<file path="src/sv/owbm_pkg.sv">
// Package for the 1-wire bus master: command codes, bus phase codes,
// timing register indexes and reset values, and the result record type.
// No dependencies; owbm_cfg_regs, owbm_fsm, the top level and the testbench import it.
package owbm_pkg;

	// Item codes on the command channel.
	localparam logic [1:0] ACT_TICK  = 2'd0;
	localparam logic [1:0] ACT_RESET = 2'd1;
	localparam logic [1:0] ACT_WRITE = 2'd2;
	localparam logic [1:0] ACT_READ  = 2'd3;

	// Bus phase codes.
	localparam int unsigned PHASE_W = 4;
	localparam logic [PHASE_W-1:0] PH_IDLE     = 4'd0;
	localparam logic [PHASE_W-1:0] PH_RST_LOW  = 4'd1;
	localparam logic [PHASE_W-1:0] PH_RST_WAIT = 4'd2;
	localparam logic [PHASE_W-1:0] PH_RST_TAIL = 4'd3;
	localparam logic [PHASE_W-1:0] PH_W1_LOW   = 4'd4;
	localparam logic [PHASE_W-1:0] PH_W1_REL   = 4'd5;
	localparam logic [PHASE_W-1:0] PH_W0_LOW   = 4'd6;
	localparam logic [PHASE_W-1:0] PH_W0_REL   = 4'd7;
	localparam logic [PHASE_W-1:0] PH_RD_LOW   = 4'd8;
	localparam logic [PHASE_W-1:0] PH_RD_REL   = 4'd9;

	// Timing register file.
	localparam int unsigned NUM_CFG   = 8;
	localparam int unsigned CFG_IDX_W = 3;
	localparam int unsigned CFG_W     = 10;

	localparam logic [CFG_IDX_W-1:0] REG_RESET_LOW     = 3'd0;
	localparam logic [CFG_IDX_W-1:0] REG_PRESENCE_WAIT = 3'd1;
	localparam logic [CFG_IDX_W-1:0] REG_RESET_TAIL    = 3'd2;
	localparam logic [CFG_IDX_W-1:0] REG_W1_LOW        = 3'd3;
	localparam logic [CFG_IDX_W-1:0] REG_W1_RELEASE    = 3'd4;
	localparam logic [CFG_IDX_W-1:0] REG_W0_LOW        = 3'd5;
	localparam logic [CFG_IDX_W-1:0] REG_READ_LOW      = 3'd6;
	localparam logic [CFG_IDX_W-1:0] REG_READ_RELEASE  = 3'd7;

	localparam logic [CFG_W-1:0] CFG_RESET [NUM_CFG] = '{
		10'd480, 10'd80, 10'd400, 10'd1, 10'd60, 10'd60, 10'd2, 10'd60
	};

	// One result record, as produced for every transaction.
	typedef struct packed {
		logic       drive_low;
		logic       busy_res;
		logic       done_res;
		logic       device_present;
		logic [7:0] read_data;
		logic       rejected;
	} rsp_t;

endpackage

</file>
<file path="src/sv/owbm_cmd_if.sv">
// Command channel of the 1-wire bus master: valid/ready plus one item
// (tick or command, write byte, sampled line level). No dependencies.
interface owbm_cmd_if;
	logic       valid;
	logic       ready;
	logic [1:0] action;
	logic [7:0] data_byte;
	logic       line_level;

	modport source (output valid, action, data_byte, line_level, input ready);
	modport sink (input valid, action, data_byte, line_level, output ready);
endinterface

</file>
<file path="src/sv/owbm_rsp_if.sv">
// Result channel of the 1-wire bus master: valid/ready plus one result
// record per command transaction. No dependencies.
interface owbm_rsp_if;
	logic       valid;
	logic       ready;
	logic       drive_low;
	logic       busy_res;
	logic       done_res;
	logic       device_present;
	logic [7:0] read_data;
	logic       rejected;

	modport source (output valid, drive_low, busy_res, done_res, device_present,
		read_data, rejected, input ready);
	modport sink (input valid, drive_low, busy_res, done_res, device_present,
		read_data, rejected, output ready);
endinterface

</file>
<file path="src/sv/owbm_cfg_regs.sv">
// Timing register file of the 1-wire bus master. Holds the eight phase
// lengths and presents each one clipped to the phase timer width.
// Depends on owbm_pkg.
module owbm_cfg_regs
	import owbm_pkg::*;
#(
	parameter int unsigned TIMER_WIDTH = 10
) (
	input  logic                   clk,
	input  logic                   arst_n,
	input  logic                   cfg_we,
	input  logic [CFG_IDX_W-1:0]   cfg_index,
	input  logic [CFG_W-1:0]       cfg_wdata,
	output logic [TIMER_WIDTH-1:0] tload [NUM_CFG]
);

	localparam int unsigned EXT_W = (TIMER_WIDTH > CFG_W) ? TIMER_WIDTH : CFG_W;
	localparam logic [EXT_W-1:0] TIMER_MAX = EXT_W'({TIMER_WIDTH{1'b1}});

	logic [CFG_W-1:0] regs_q [NUM_CFG];

	// Register writes; reset restores the default timings.
	always_ff @(posedge clk or negedge arst_n) begin
		if (!arst_n) begin
			for (int i = 0; i < NUM_CFG; i++) regs_q[i] <= CFG_RESET[i];
		end else if (cfg_we) begin
			regs_q[cfg_index] <= cfg_wdata;
		end
	end

	// Saturate each timing to what the phase timer can hold.
	always_comb begin
		for (int i = 0; i < NUM_CFG; i++) begin
			if (EXT_W'(regs_q[i]) > TIMER_MAX) tload[i] = TIMER_MAX[TIMER_WIDTH-1:0];
			else tload[i] = TIMER_WIDTH'(regs_q[i]);
		end
	end

endmodule

</file>
<file path="src/sv/owbm_fsm.sv">
// Bus phase sequencer of the 1-wire bus master: phase, phase timer, bit
// counter and shift byte, updated once per accepted transaction, with the
// result record computed from the updated state. Depends on owbm_pkg.
module owbm_fsm
	import owbm_pkg::*;
#(
	parameter int unsigned TIMER_WIDTH = 10
) (
	input  logic                   clk,
	input  logic                   arst_n,
	input  logic                   step,
	input  logic [1:0]             action,
	input  logic [7:0]             data_byte,
	input  logic                   line_level,
	input  logic [TIMER_WIDTH-1:0] tload [NUM_CFG],
	output rsp_t                   result
);

	logic [PHASE_W-1:0]     phase_q, phase_d;
	logic [TIMER_WIDTH-1:0] timer_q, timer_d;
	logic [2:0]             bit_q, bit_d;
	logic [7:0]             shift_q, shift_d;
	logic                   present_q, present_d;
	logic [7:0]             rbyte_q, rbyte_d;
	logic                   done, rej;

	// Next state for one item: a command start, or one tick of the timer.
	always_comb begin
		phase_d   = phase_q;
		timer_d   = timer_q;
		bit_d     = bit_q;
		shift_d   = shift_q;
		present_d = present_q;
		rbyte_d   = rbyte_q;
		done      = 1'b0;
		rej       = 1'b0;

		if (action != ACT_TICK) begin
			if (phase_q != PH_IDLE) begin
				rej = 1'b1;
			end else begin
				unique case (action)
					ACT_RESET: begin
						phase_d = PH_RST_LOW;
						timer_d = tload[REG_RESET_LOW];
					end
					ACT_WRITE: begin
						shift_d = data_byte;
						bit_d   = 3'd0;
						phase_d = data_byte[0] ? PH_W1_LOW : PH_W0_LOW;
						timer_d = data_byte[0] ? tload[REG_W1_LOW] : tload[REG_W0_LOW];
					end
					default: begin
						shift_d = 8'd0;
						bit_d   = 3'd0;
						phase_d = PH_RD_LOW;
						timer_d = tload[REG_READ_LOW];
					end
				endcase
			end
		end else if (phase_q != PH_IDLE) begin
			if (timer_q > TIMER_WIDTH'(1)) begin
				timer_d = timer_q - TIMER_WIDTH'(1);
			end else begin
				// The current phase ends; the next one starts on this tick.
				unique case (phase_q)
					PH_RST_LOW: begin
						phase_d = PH_RST_WAIT;
						timer_d = tload[REG_PRESENCE_WAIT];
					end
					PH_RST_WAIT: begin
						present_d = ~line_level;
						phase_d   = PH_RST_TAIL;
						timer_d   = tload[REG_RESET_TAIL];
					end
					PH_RST_TAIL: begin
						phase_d = PH_IDLE;
						done    = 1'b1;
					end
					PH_W1_LOW: begin
						phase_d = PH_W1_REL;
						timer_d = tload[REG_W1_RELEASE];
					end
					PH_W0_LOW: begin
						phase_d = PH_W0_REL;
						timer_d = TIMER_WIDTH'(1);
					end
					PH_W1_REL, PH_W0_REL: begin
						if (bit_q == 3'd7) begin
							phase_d = PH_IDLE;
							done    = 1'b1;
						end else begin
							bit_d   = bit_q + 3'd1;
							shift_d = {1'b0, shift_q[7:1]};
							phase_d = shift_q[1] ? PH_W1_LOW : PH_W0_LOW;
							timer_d = shift_q[1] ? tload[REG_W1_LOW] : tload[REG_W0_LOW];
						end
					end
					PH_RD_LOW: begin
						shift_d = shift_q | (8'(line_level) << bit_q);
						phase_d = PH_RD_REL;
						timer_d = tload[REG_READ_RELEASE];
					end
					PH_RD_REL: begin
						if (bit_q == 3'd7) begin
							rbyte_d = shift_q;
							phase_d = PH_IDLE;
							done    = 1'b1;
						end else begin
							bit_d   = bit_q + 3'd1;
							phase_d = PH_RD_LOW;
							timer_d = tload[REG_READ_LOW];
						end
					end
					default: begin
						phase_d = PH_IDLE;
					end
				endcase
			end
		end
	end

	// Result record, taken from the state after this item.
	always_comb begin
		result.drive_low = (phase_d == PH_RST_LOW) || (phase_d == PH_W1_LOW) ||
			(phase_d == PH_W0_LOW) || (phase_d == PH_RD_LOW);
		result.busy_res       = (phase_d != PH_IDLE);
		result.done_res       = done;
		result.device_present = present_d;
		result.read_data      = rbyte_d;
		result.rejected       = rej;
	end

	// State registers advance only on an accepted transaction.
	always_ff @(posedge clk or negedge arst_n) begin
		if (!arst_n) begin
			phase_q   <= PH_IDLE;
			timer_q   <= '0;
			bit_q     <= 3'd0;
			shift_q   <= 8'd0;
			present_q <= 1'b0;
			rbyte_q   <= 8'd0;
		end else if (step) begin
			phase_q   <= phase_d;
			timer_q   <= timer_d;
			bit_q     <= bit_d;
			shift_q   <= shift_d;
			present_q <= present_d;
			rbyte_q   <= rbyte_d;
		end
	end

endmodule

</file>
<file path="src/sv/onewire_bus_master_core.sv">
// Top level of the 1-wire bus master: timing registers, phase sequencer
// and the result register. Depends on owbm_pkg, owbm_cmd_if, owbm_rsp_if,
// owbm_cfg_regs and owbm_fsm.
//
// Each item on cmd is either a one-microsecond tick or a command (bus
// reset, write byte, read byte), given with the sampled line level. The
// block takes one transaction per clock cycle: cmd stays ready while a
// result waits, as long as that result is taken in the same cycle. It
// returns exactly one result per transaction on rsp in the cycle after
// acceptance: the whole step is a single pass through the phase
// sequencer into the state and result registers. Timing registers are
// 10 bits, written through cfg_we/cfg_index/cfg_wdata; the user must
// write them only while the block is idle (not enforced). Values above
// the TIMER_WIDTH range saturate and a value of zero acts as one tick.
module onewire_bus_master_core
	import owbm_pkg::*;
#(
	parameter int unsigned TIMER_WIDTH = 10
) (
	input  logic                 clk,
	input  logic                 arst_n,
	input  logic                 cfg_we,
	input  logic [CFG_IDX_W-1:0] cfg_index,
	input  logic [CFG_W-1:0]     cfg_wdata,
	owbm_cmd_if.sink             cmd,
	owbm_rsp_if.source           rsp
);

	logic [TIMER_WIDTH-1:0] tload [NUM_CFG];
	logic                   accept;
	rsp_t                   result;
	rsp_t                   rsp_q;
	logic                   rsp_valid_q;

	// A new transaction may enter whenever the result slot is free or drains.
	assign cmd.ready = !rsp_valid_q || rsp.ready;
	assign accept    = cmd.valid && cmd.ready;

	owbm_cfg_regs #(
		.TIMER_WIDTH (TIMER_WIDTH)
	) u_cfg (
		.clk       (clk),
		.arst_n    (arst_n),
		.cfg_we    (cfg_we),
		.cfg_index (cfg_index),
		.cfg_wdata (cfg_wdata),
		.tload     (tload)
	);

	owbm_fsm #(
		.TIMER_WIDTH (TIMER_WIDTH)
	) u_fsm (
		.clk        (clk),
		.arst_n     (arst_n),
		.step       (accept),
		.action     (cmd.action),
		.data_byte  (cmd.data_byte),
		.line_level (cmd.line_level),
		.tload      (tload),
		.result     (result)
	);

	// Result register.
	always_ff @(posedge clk or negedge arst_n) begin
		if (!arst_n) begin
			rsp_valid_q <= 1'b0;
		end else if (accept) begin
			rsp_valid_q <= 1'b1;
		end else if (rsp.ready) begin
			rsp_valid_q <= 1'b0;
		end
	end

	always_ff @(posedge clk) begin
		if (accept) rsp_q <= result;
	end

	assign rsp.valid          = rsp_valid_q;
	assign rsp.drive_low      = rsp_q.drive_low;
	assign rsp.busy_res       = rsp_q.busy_res;
	assign rsp.done_res       = rsp_q.done_res;
	assign rsp.device_present = rsp_q.device_present;
	assign rsp.read_data      = rsp_q.read_data;
	assign rsp.rejected       = rsp_q.rejected;

	// A rejected command leaves a command in progress.
	a_reject_busy: assert property (@(posedge clk) disable iff (!arst_n)
		rsp_valid_q && rsp_q.rejected |-> rsp_q.busy_res)
		else $error("rejected result without a command in progress");

	// A finishing command leaves the bus idle and released.
	a_done_idle: assert property (@(posedge clk) disable iff (!arst_n)
		rsp_valid_q && rsp_q.done_res |-> !rsp_q.busy_res && !rsp_q.drive_low)
		else $error("done result while still busy or driving");

	// The line is only pulled low during a command.
	a_drive_busy: assert property (@(posedge clk) disable iff (!arst_n)
		rsp_valid_q && rsp_q.drive_low |-> rsp_q.busy_res)
		else $error("line driven low while idle");

	// Every accepted transaction shows up as a pending result next cycle.
	a_accept_result: assert property (@(posedge clk) disable iff (!arst_n)
		accept |=> rsp_valid_q)
		else $error("accepted transaction produced no result");

endmodule

</file>
<file path="src/flat_wrapper.sv">
// flat-port wrapper written by rule: the top's interface ports become plain ports
module onewire_bus_master_core_flat import owbm_pkg::*;
#(
	parameter int unsigned TIMER_WIDTH = 10
)
  (clk, arst_n, cfg_we, cfg_index, cfg_wdata, cmd_valid, cmd_action, cmd_data_byte, cmd_line_level, cmd_ready, rsp_valid, rsp_drive_low, rsp_busy_res, rsp_done_res, rsp_device_present, rsp_read_data, rsp_rejected, rsp_ready);
  owbm_cmd_if cmd_i ();
  owbm_rsp_if rsp_i ();
  input  logic clk;
  input  logic arst_n;
  input  logic cfg_we;
  input  logic [CFG_IDX_W-1:0] cfg_index;
  input  logic [CFG_W-1:0] cfg_wdata;
  input wire logic [$bits(cmd_i.valid)-1:0] cmd_valid;
  input wire logic [$bits(cmd_i.action)-1:0] cmd_action;
  input wire logic [$bits(cmd_i.data_byte)-1:0] cmd_data_byte;
  input wire logic [$bits(cmd_i.line_level)-1:0] cmd_line_level;
  output wire logic [$bits(cmd_i.ready)-1:0] cmd_ready;
  output wire logic [$bits(rsp_i.valid)-1:0] rsp_valid;
  output wire logic [$bits(rsp_i.drive_low)-1:0] rsp_drive_low;
  output wire logic [$bits(rsp_i.busy_res)-1:0] rsp_busy_res;
  output wire logic [$bits(rsp_i.done_res)-1:0] rsp_done_res;
  output wire logic [$bits(rsp_i.device_present)-1:0] rsp_device_present;
  output wire logic [$bits(rsp_i.read_data)-1:0] rsp_read_data;
  output wire logic [$bits(rsp_i.rejected)-1:0] rsp_rejected;
  input wire logic [$bits(rsp_i.ready)-1:0] rsp_ready;
  assign cmd_i.valid = cmd_valid;
  assign cmd_i.action = cmd_action;
  assign cmd_i.data_byte = cmd_data_byte;
  assign cmd_i.line_level = cmd_line_level;
  assign cmd_ready = cmd_i.ready;
  assign rsp_valid = rsp_i.valid;
  assign rsp_drive_low = rsp_i.drive_low;
  assign rsp_busy_res = rsp_i.busy_res;
  assign rsp_done_res = rsp_i.done_res;
  assign rsp_device_present = rsp_i.device_present;
  assign rsp_read_data = rsp_i.read_data;
  assign rsp_rejected = rsp_i.rejected;
  assign rsp_i.ready = rsp_ready;
  onewire_bus_master_core #(.TIMER_WIDTH(TIMER_WIDTH)) u_core (.clk(clk), .arst_n(arst_n), .cfg_we(cfg_we), .cfg_index(cfg_index), .cfg_wdata(cfg_wdata), .cmd(cmd_i), .rsp(rsp_i));
endmodule
</file>
<file path="config.mk">
export PLATFORM = sky130hd
export DESIGN_NAME = onewire_bus_master_core_flat
export DESIGN_NICKNAME = d
export VERILOG_FILES = /design/src/sv/owbm_pkg.sv /design/src/sv/owbm_cmd_if.sv /design/src/sv/owbm_rsp_if.sv /design/src/sv/owbm_cfg_regs.sv /design/src/sv/owbm_fsm.sv /design/src/sv/onewire_bus_master_core.sv /design/src/flat_wrapper.sv
export SDC_FILE = /design/constraint.sdc
export NUM_CORES = 1
export LEC_CHECK = 0
export ABC_AREA = 0
export BUFFER_PORTS_ARGS = -buffer_cell sky130_fd_sc_hd__clkbuf_2
export CORE_MARGIN = 2
export CORE_UTILIZATION = 45
export DETAILED_ROUTE_END_ITERATION = 10
export HOLD_SLACK_MARGIN = 0.06
export PLACE_DENSITY = 0.63
export SYNTH_ARGS = -nofsm -noshare
export SYNTH_HDL_FRONTEND = slang
export SYNTH_HIERARCHICAL = 1
export SYNTH_SLANG_ARGS = --single-unit
</file>
<file path="constraint.sdc">
create_clock -name clk -period 7.4 [get_ports clk]
set_clock_uncertainty 0.05 [all_clocks]
set_input_delay 1.48 -clock clk [delete_from_list [all_inputs] [get_ports clk]]
set_output_delay 1.48 -clock clk [all_outputs]
set_load 0.01 [all_outputs]
</file>
==> flow_summary.ini, run 1 <==
[clock_tree]
cts_setup_buffers = 0
clk_latency_ps = 420
htreeDepth = 4
cts.path.max_buffers = 2
root_buffer = clkbuf_16
cts_tree = yes
cts_resized = 0
hold_buffers = 0
numCtsBuffers = 17
clkTransAtPathRegs_ps = 60
cts.sinks = 128

[sta]
drv_slew = 0
slew_headroom_pct = 25.15
setup_violations = 0
holdWs_ps = 433.8
hold_viol_final = 0
min_period_over_period_pct = 56.47
rsz0062_at_grt = no
tightest_slew_ps = 1120
setup-tns-final_ps = 0
period_minus_slack_ps = 4179
fmax_mhz = 239.3

[die]
core_mm2 = 0.01600
die_x_um = 132.3
fp-row-count = 46
ios = 44
die_h_um = 132.3
die_area_mm2 = 0.01751
initial_core_util_pct = 46.30

[layout]
drive_gt1_share_pct = 34.39
diodes = 0
syn2layout_area_growth_pct = 8.985
fin_nets = 689
stdcell_count = 879

[min_path]
hold_path_depth = 2
hold_start = u_core/u_fsm/present_q
min_to = u_core/u_fsm/present_q
hold_class = reg2reg

[synth]
ys_seq_elements = 128
async_flop_share_pct = 89.84
synth_edf_count = 13
syn-cell-area_mm2 = 0.007408
syn_inst = 703
syn-num-nets = 742
synth_warnings = 6
synth.distinct_cells = 76
postSynthAreaPerCell_um2 = 10.54
synth_ff_type = dfrtp_1
synth-seq-area-share_pct = 44.50

[place]
io_buffers = 43
hpwl_um = 11880
gp_congestion = 0.8936
dp.cells = 847

[worst_setup_path]
critical-path-top-delay-family = compound AO/OA/AOI/OAI gates
critPathArrivalTime_ps = 4470
cp_max_fo = 35
startpoint_type = primary input
worstReg2RegEnd = u_core/u_fsm/shift_q[2]
required_ps = 7690
cp_num_buf_inv = 4
r2r_cells = 7
regToRegSetupSlack_ps = 4060
path_cells = clkbuf_2 -> inv_1 -> ha_1 -> buf_4 -> clkinv_1 -> ha_1 -> nand2_1 -> a21oi_1 -> a21boi_1 -> a21oi_1 -> a31oi_1
slowest_stage = a21boi_1
worstSetupEndpointType = flop
reg2reg_from = u_core/u_fsm/phase_q[1]
crit_type = in2reg
max_stage_delay_ps = 910

[global_route]
antenna_found_initial = 0
grt_pass1_wl_um = 30110
grt_start_max_net_pins = 73
grt-ovfl-total = 0
gr-usage-all-layers_pct = 22.09
grt_pass1_vias = 5413

[power]
power_density_mw_per_mm2 = 300.9
peakVddDrop_mv = 0.1841
p_leak_nw = 3.367

[outcome]
run_status = completed

[routing]
drt-initial-drc-count = 459
drc = 0
wirelength_um = 18590
ant_nets = 0
firstDrtPassIters = 5
wl_per_cell_um = 21.15
viasPerCell = 6.011
vias = 5284

[run]
max_cap_viol_count = 0
logic make-up after synthesis:
| logic type | Yosys count | synth area share, % |
|---|---|---|
| AOI/OAI and AO/OA | 153 | 13.49 |
| and+or+nand+nor | 144 | 11.55 |
| adders and majority gates | 10 | 1.689 |
| muxes | 125 | 20.60 |
| xor gates and xnor gates | 2 | 0.2365 |
| buffers and inverters | 141 | 7.921 |
| DFF | 128 | 44.50 |
registers in the layout, indices dropped and copies added (netlist names):
signal / count
u_core/u_fsm/bit_q: 3
u_core/u_cfg/regs_q: 80
u_core/rsp.done_res: 1
u_core/u_fsm/shift_q: 8
u_core/rsp.rejected: 1
u_core/rsp.valid: 1
u_core/rsp.busy_res: 1
u_core/u_fsm/timer_q: 10
u_core/rsp.read_data: 8
u_core/u_fsm/present_q: 1
u_core/rsp.drive_low: 1
u_core/u_fsm/phase_q: 4
u_core/rsp.device_present: 1
u_core/u_fsm/rbyte_q: 8
worst max-delay path by stage:
stage                     cells past startpoint     startpoint                      end
after floorplan                              11  cmd_action[0]  u_core/u_fsm/timer_q[4]
after global placement                       11  cmd_action[0]  u_core/u_fsm/shift_q[0]
after detailed placement                     11  cmd_action[0]  u_core/u_fsm/shift_q[2]
after CTS                                    11  cmd_action[0]  u_core/u_fsm/shift_q[2]
after global routing                         11  cmd_action[1]  u_core/u_fsm/shift_q[5]
final                                        11  cmd_action[0]  u_core/u_fsm/shift_q[2]
worst register-to-register path, delay by kind of cell, from the launching register on:
family	cells	cell delay [ps]
AOI/OAI and AO/OA	4	1440
and+or+nand+nor	2	750
DFF	1	700
adders and majority gates	1	320
layout by cell type, fill, tap and decap left out, types with 5 or more instances in the layout:
cell type	Yosys	final
nor3_1	6	6
edfxtp_1	13	13
nor2b_1	7	7
o221ai_1	5	5
o2bb2ai_1	5	5
mux2_2	70	70
a221o_1	5	5
or3_1	5	5
a22oi_1	13	13
a21oi_1	31	31
ha_1	10	10
clkbuf_2	0	42
o22ai_1	5	5
o211ai_1	5	5
o21ai_0	33	33
clkbuf_16	0	19
inv_1	16	16
buf_4	4	9
a211oi_1	8	8
mux2i_1	16	16
dfrtp_1	92	92
nand3_1	10	10
a31oi_1	21	21
mux2_4	37	37
dfstp_2	23	23
nor2_1	29	29
nand2_1	42	42
power breakdown:
part | switching [mW] | internal, mW | total [mW] | leakage (nW)
Sequential | 0.143 | 0.872 | 1.01 | 1.49
Clock | 0.309 | 0.565 | 0.874 | 0.298
Combinational | 0.278 | 0.262 | 0.540 | 1.58
synth_stat cells (4+ instances only):
master     number  area, um^2
edfxtp_1       13       390.4
buf_4           4       30.03
or3_1           5       31.28
mux2i_1        16       160.2
buf_6           5       56.30
o2bb2ai_1       5       43.79
o221ai_1        5       43.79
nor2_1         29       108.9
clkbuf_1      109       409.1
inv_1          16       60.06
a22oi_1        13       97.59
a21oi_1        31       155.2
a211oi_1        8       60.06
o211ai_1        5       37.54
mux2_4         37       555.5
a221o_1         5       50.05
mux2_2         70       788.3
nor3_1          6       30.03
dfstp_2        23       604.3
nand2_1        42       157.7
nand3_1        10       50.05
o22ai_1         5       31.28
o21ai_0        33       165.2
a31oi_1        21       131.4
ha_1           10       125.1
dfrtp_1        92        2302
nor2b_1         7       43.79
buf_2           4       20.02
nor3b_1         4       30.03
cell type report:
class,instances,area (um^2)
fillers,1453,7926
multi-input cells,434,3540
flip-flops and latches,128,3297
clock buffers,26,531.8
repair buffers,51,277.8
clock inverters,6,90.09
inverters,18,67.56
well taps,216,270.3
per-stage QoR:
step | area [um^2] | power (mW) | setup WS [ps] | utilization (%)
detailed placement | 7452 | 1.556 | 2896 | 46.57
global route | 8074 | 2.551 | 2863 | 50.46
CTS | 8074 | 2.439 | 3334 | 50.46
finish | 8074 | 2.429 | 3221 | 50.46
global placement | 7452 | 1.535 | 3099 | 46.57
floorplan | 7408 | 1.445 | 3625 | -
metal layers:
metal	vias up	routed length, um	GRT usage [%]
li1	2379	-	-
met2	196	8660	34.64
met4	0	596	9.797
met3	43	1038	4.421
met5	-	0	0
met1	2666	8296	29.76
(Power assumes the default switching activity.)
==> run 2: changes to the inputs <==
==> constraint.sdc (replaced) <==
create_clock -name clk -period 4 [get_ports clk]
set_clock_uncertainty 0.05 [all_clocks]
set_input_delay 0.8 -clock clk [delete_from_list [all_inputs] [get_ports clk]]
set_output_delay 0.8 -clock clk [all_outputs]
set_load 0.01 [all_outputs]
==> run 2 against run 1 <==
- first-iteration DRC count rose by 3.9%
- sequential power rose by 87%
- largest cell class unchanged
- combinational power rose by 85%
- sequential cell count did not move
- routed wire length rose by 0.84%
- highest routed layer unchanged
- utilization barely moved
- clock-buffer cell count fell by 9
==> flow_summary.ini, run 2 (synthesized netlist as in run 1, its figures left out) <==
[sta]
setup-tns-final_ps = 0
fmax_mhz = 332.4
tightest_slew_ps = 976.3
fin_ws_ps = 991.2
slew_headroom_pct = 34.92
hold_viol_final = 0
setup_violations = 0
rsz0062_at_grt = no
min_period_over_period_pct = 75.22
period_minus_slack_ps = 3009
drv_slew = 0

[power]
p_int_mw = 3.076
p_sw_mw = 1.377
peakVddDrop_mv = 0.3194
p_leak_nw = 3.366
power_density_mw_per_mm2 = 551.2
clockPowerShare_pct = 35.2
netSwitchingFraction_pct = 30.92
seq_power_share_pct = 42.4
pwr-share-comb_pct = 22.4
p_total_mw = 4.453

[layout]
layout_common_cells = dfrtp_1 (92), mux2_2 (70), clkbuf_2 (42), nand2_1 (42), mux2_4 (37)
syn2layout_area_growth_pct = 9.053
diodes = 0
fillers = 1456
mostFrequentLayoutCell = dfrtp_1
stdcell_count = 883
fin_nets = 693
largest_reg_flops = 80
drive_gt1_share_pct = 35.08
top_register = u_core/u_cfg/regs_q
top_regs = u_core/u_cfg/regs_q (80), u_core/u_fsm/timer_q (10)

[global_route]
gr-usage-all-layers_pct = 22.16
grt_pass1_wl_um = 29860
antenna_found_initial = 0
grt-ovfl-total = 0
grt_pass1_vias = 5306
grt_start_max_net_pins = 68

[die]
fp-row-count = 46
ios = 44
die_h_um = 132.3
core_mm2 = 0.01600
initial_core_util_pct = 46.30
die_x_um = 132.3
die_area_mm2 = 0.01751

[routing]
drt-initial-drc-count = 477
viasPerCell = 6.015
firstDrtPassIters = 6
ant_nets = 0
vias = 5311
wirelength_um = 18750
wl_per_cell_um = 21.23
drc = 0

[worst_setup_path]
path_cells = or4_1 -> ha_1 -> or3_1 -> a21oi_1 -> buf_4 -> o21ai_0 -> a22o_1
required_ps = 4270
startpoint_type = flop
max_stage_delay_ps = 710
worst-path-stages = 7
worstSetupEndpointType = flop
slowest_stage = dfrtp_1
cp_max_fo = 23
r2r_cells = 7
critPathArrivalTime_ps = 3280
cp_num_buf_inv = 1
critical-path-top-delay-family = simple AND/OR/NAND/NOR gates
crit_type = reg2reg

[place]
hpwl_um = 12140
dp.cells = 851
place_ws_ps = 669.6
gp_congestion = 0.9440
io_buffers = 43

[clock_tree]
numCtsBuffers = 17
cts_tree = yes
hold_buffers = 0
cts_resized = 0
root_buffer = clkbuf_16
cts.path.max_buffers = 2
cts_setup_buffers = 0
clkTransAtPathRegs_ps = 60
cts.sinks = 128
htreeDepth = 4
clk_latency_ps = 430

[min_path]
hold_class = reg2reg
hold_path_depth = 2

[outcome]
run_status = completed

[run]
max_cap_viol_count = 0
-- run 2: cell count changes in the layout (fill, tap and decap cells not counted), moves of 2 or more --
cell        before  now
buf_4            9   12
clkbuf_1         4    0
clkinv_2         0    3
clkinv_1         2    4
clkinvlp_4       2    5
clkbuf_16       19   17
clkbuf_8         3    0
-- run 2: path summary, 6_finish.rpt --
kind	start	slack, ps	endpoint
setup / recovery	u_core/u_fsm/phase_q[1]	990	u_core/u_fsm/timer_q[6]
hold reg to reg	u_core/u_fsm/present_q	440	u_core/u_fsm/present_q
setup reg to reg	u_core/u_fsm/phase_q[1]	990	u_core/u_fsm/timer_q[6]
min in group asynchronous	arst_n	460	u_core/u_fsm/timer_q[6]
hold / removal	u_core/u_fsm/present_q	440	u_core/u_fsm/present_q
max in group asynchronous	arst_n	2620	u_core/u_cfg/regs_q[2]
-- run 2: power by group through the flow --
stage	Sequential (mW)	Combinational, mW	Clock [mW]
after floorplan	1.76	0.912	0
after global placement	1.89	0.958	0
after detailed placement	1.90	0.985	0
after CTS	1.88	0.992	1.60
after global routing	1.93	1.09	1.66
final	1.89	0.997	1.57
-- run 2: worst register-to-register path: stages (launching register included) --
cell and delay, ps:
dfrtp_1 710, or4_1 720, ha_1 250, or3_1 390
a21oi_1 140, buf_4 260, o21ai_0 140, a22o_1 250
-- run 2: stage by stage --
step / cell area, um^2 / utilization, % / hold WS [ps]
after CTS: 8079 / 50.49 / 440.0
after global placement: 7486 / 46.79 / 411.2
final: 8079 / 50.49 / 436.9
after global routing: 8079 / 50.49 / 468.3
after detailed placement: 7486 / 46.79 / 428.2
after floorplan: 7408 / - / 399.3
-- run 2: layer usage --
metal / part of all wire, % / wire (um) / global-route usage (%) / vias to the layer above
li1: - / - / - / 2412
met1: 45 / 8408 / 29.74 / 2662
met2: 47 / 8745 / 34.49 / 200
met3: 6.0 / 1125 / 5.767 / 37
met4: 2.5 / 471 / 8.602 / 0
met5: 0 / 0 / 0 / -
-- run 2: area by class of cell --
class	instances	area, um^2	share of cell area, %
multi-input cells	434	3531	43.70
flip-flops and latches	128	3297	40.81
clock buffers	17	425.4	5.266
repair buffers	55	320.3	3.965
well taps	216	270.3	3.345
clock inverters	15	167.7	2.075
inverters	18	67.56	0.8363
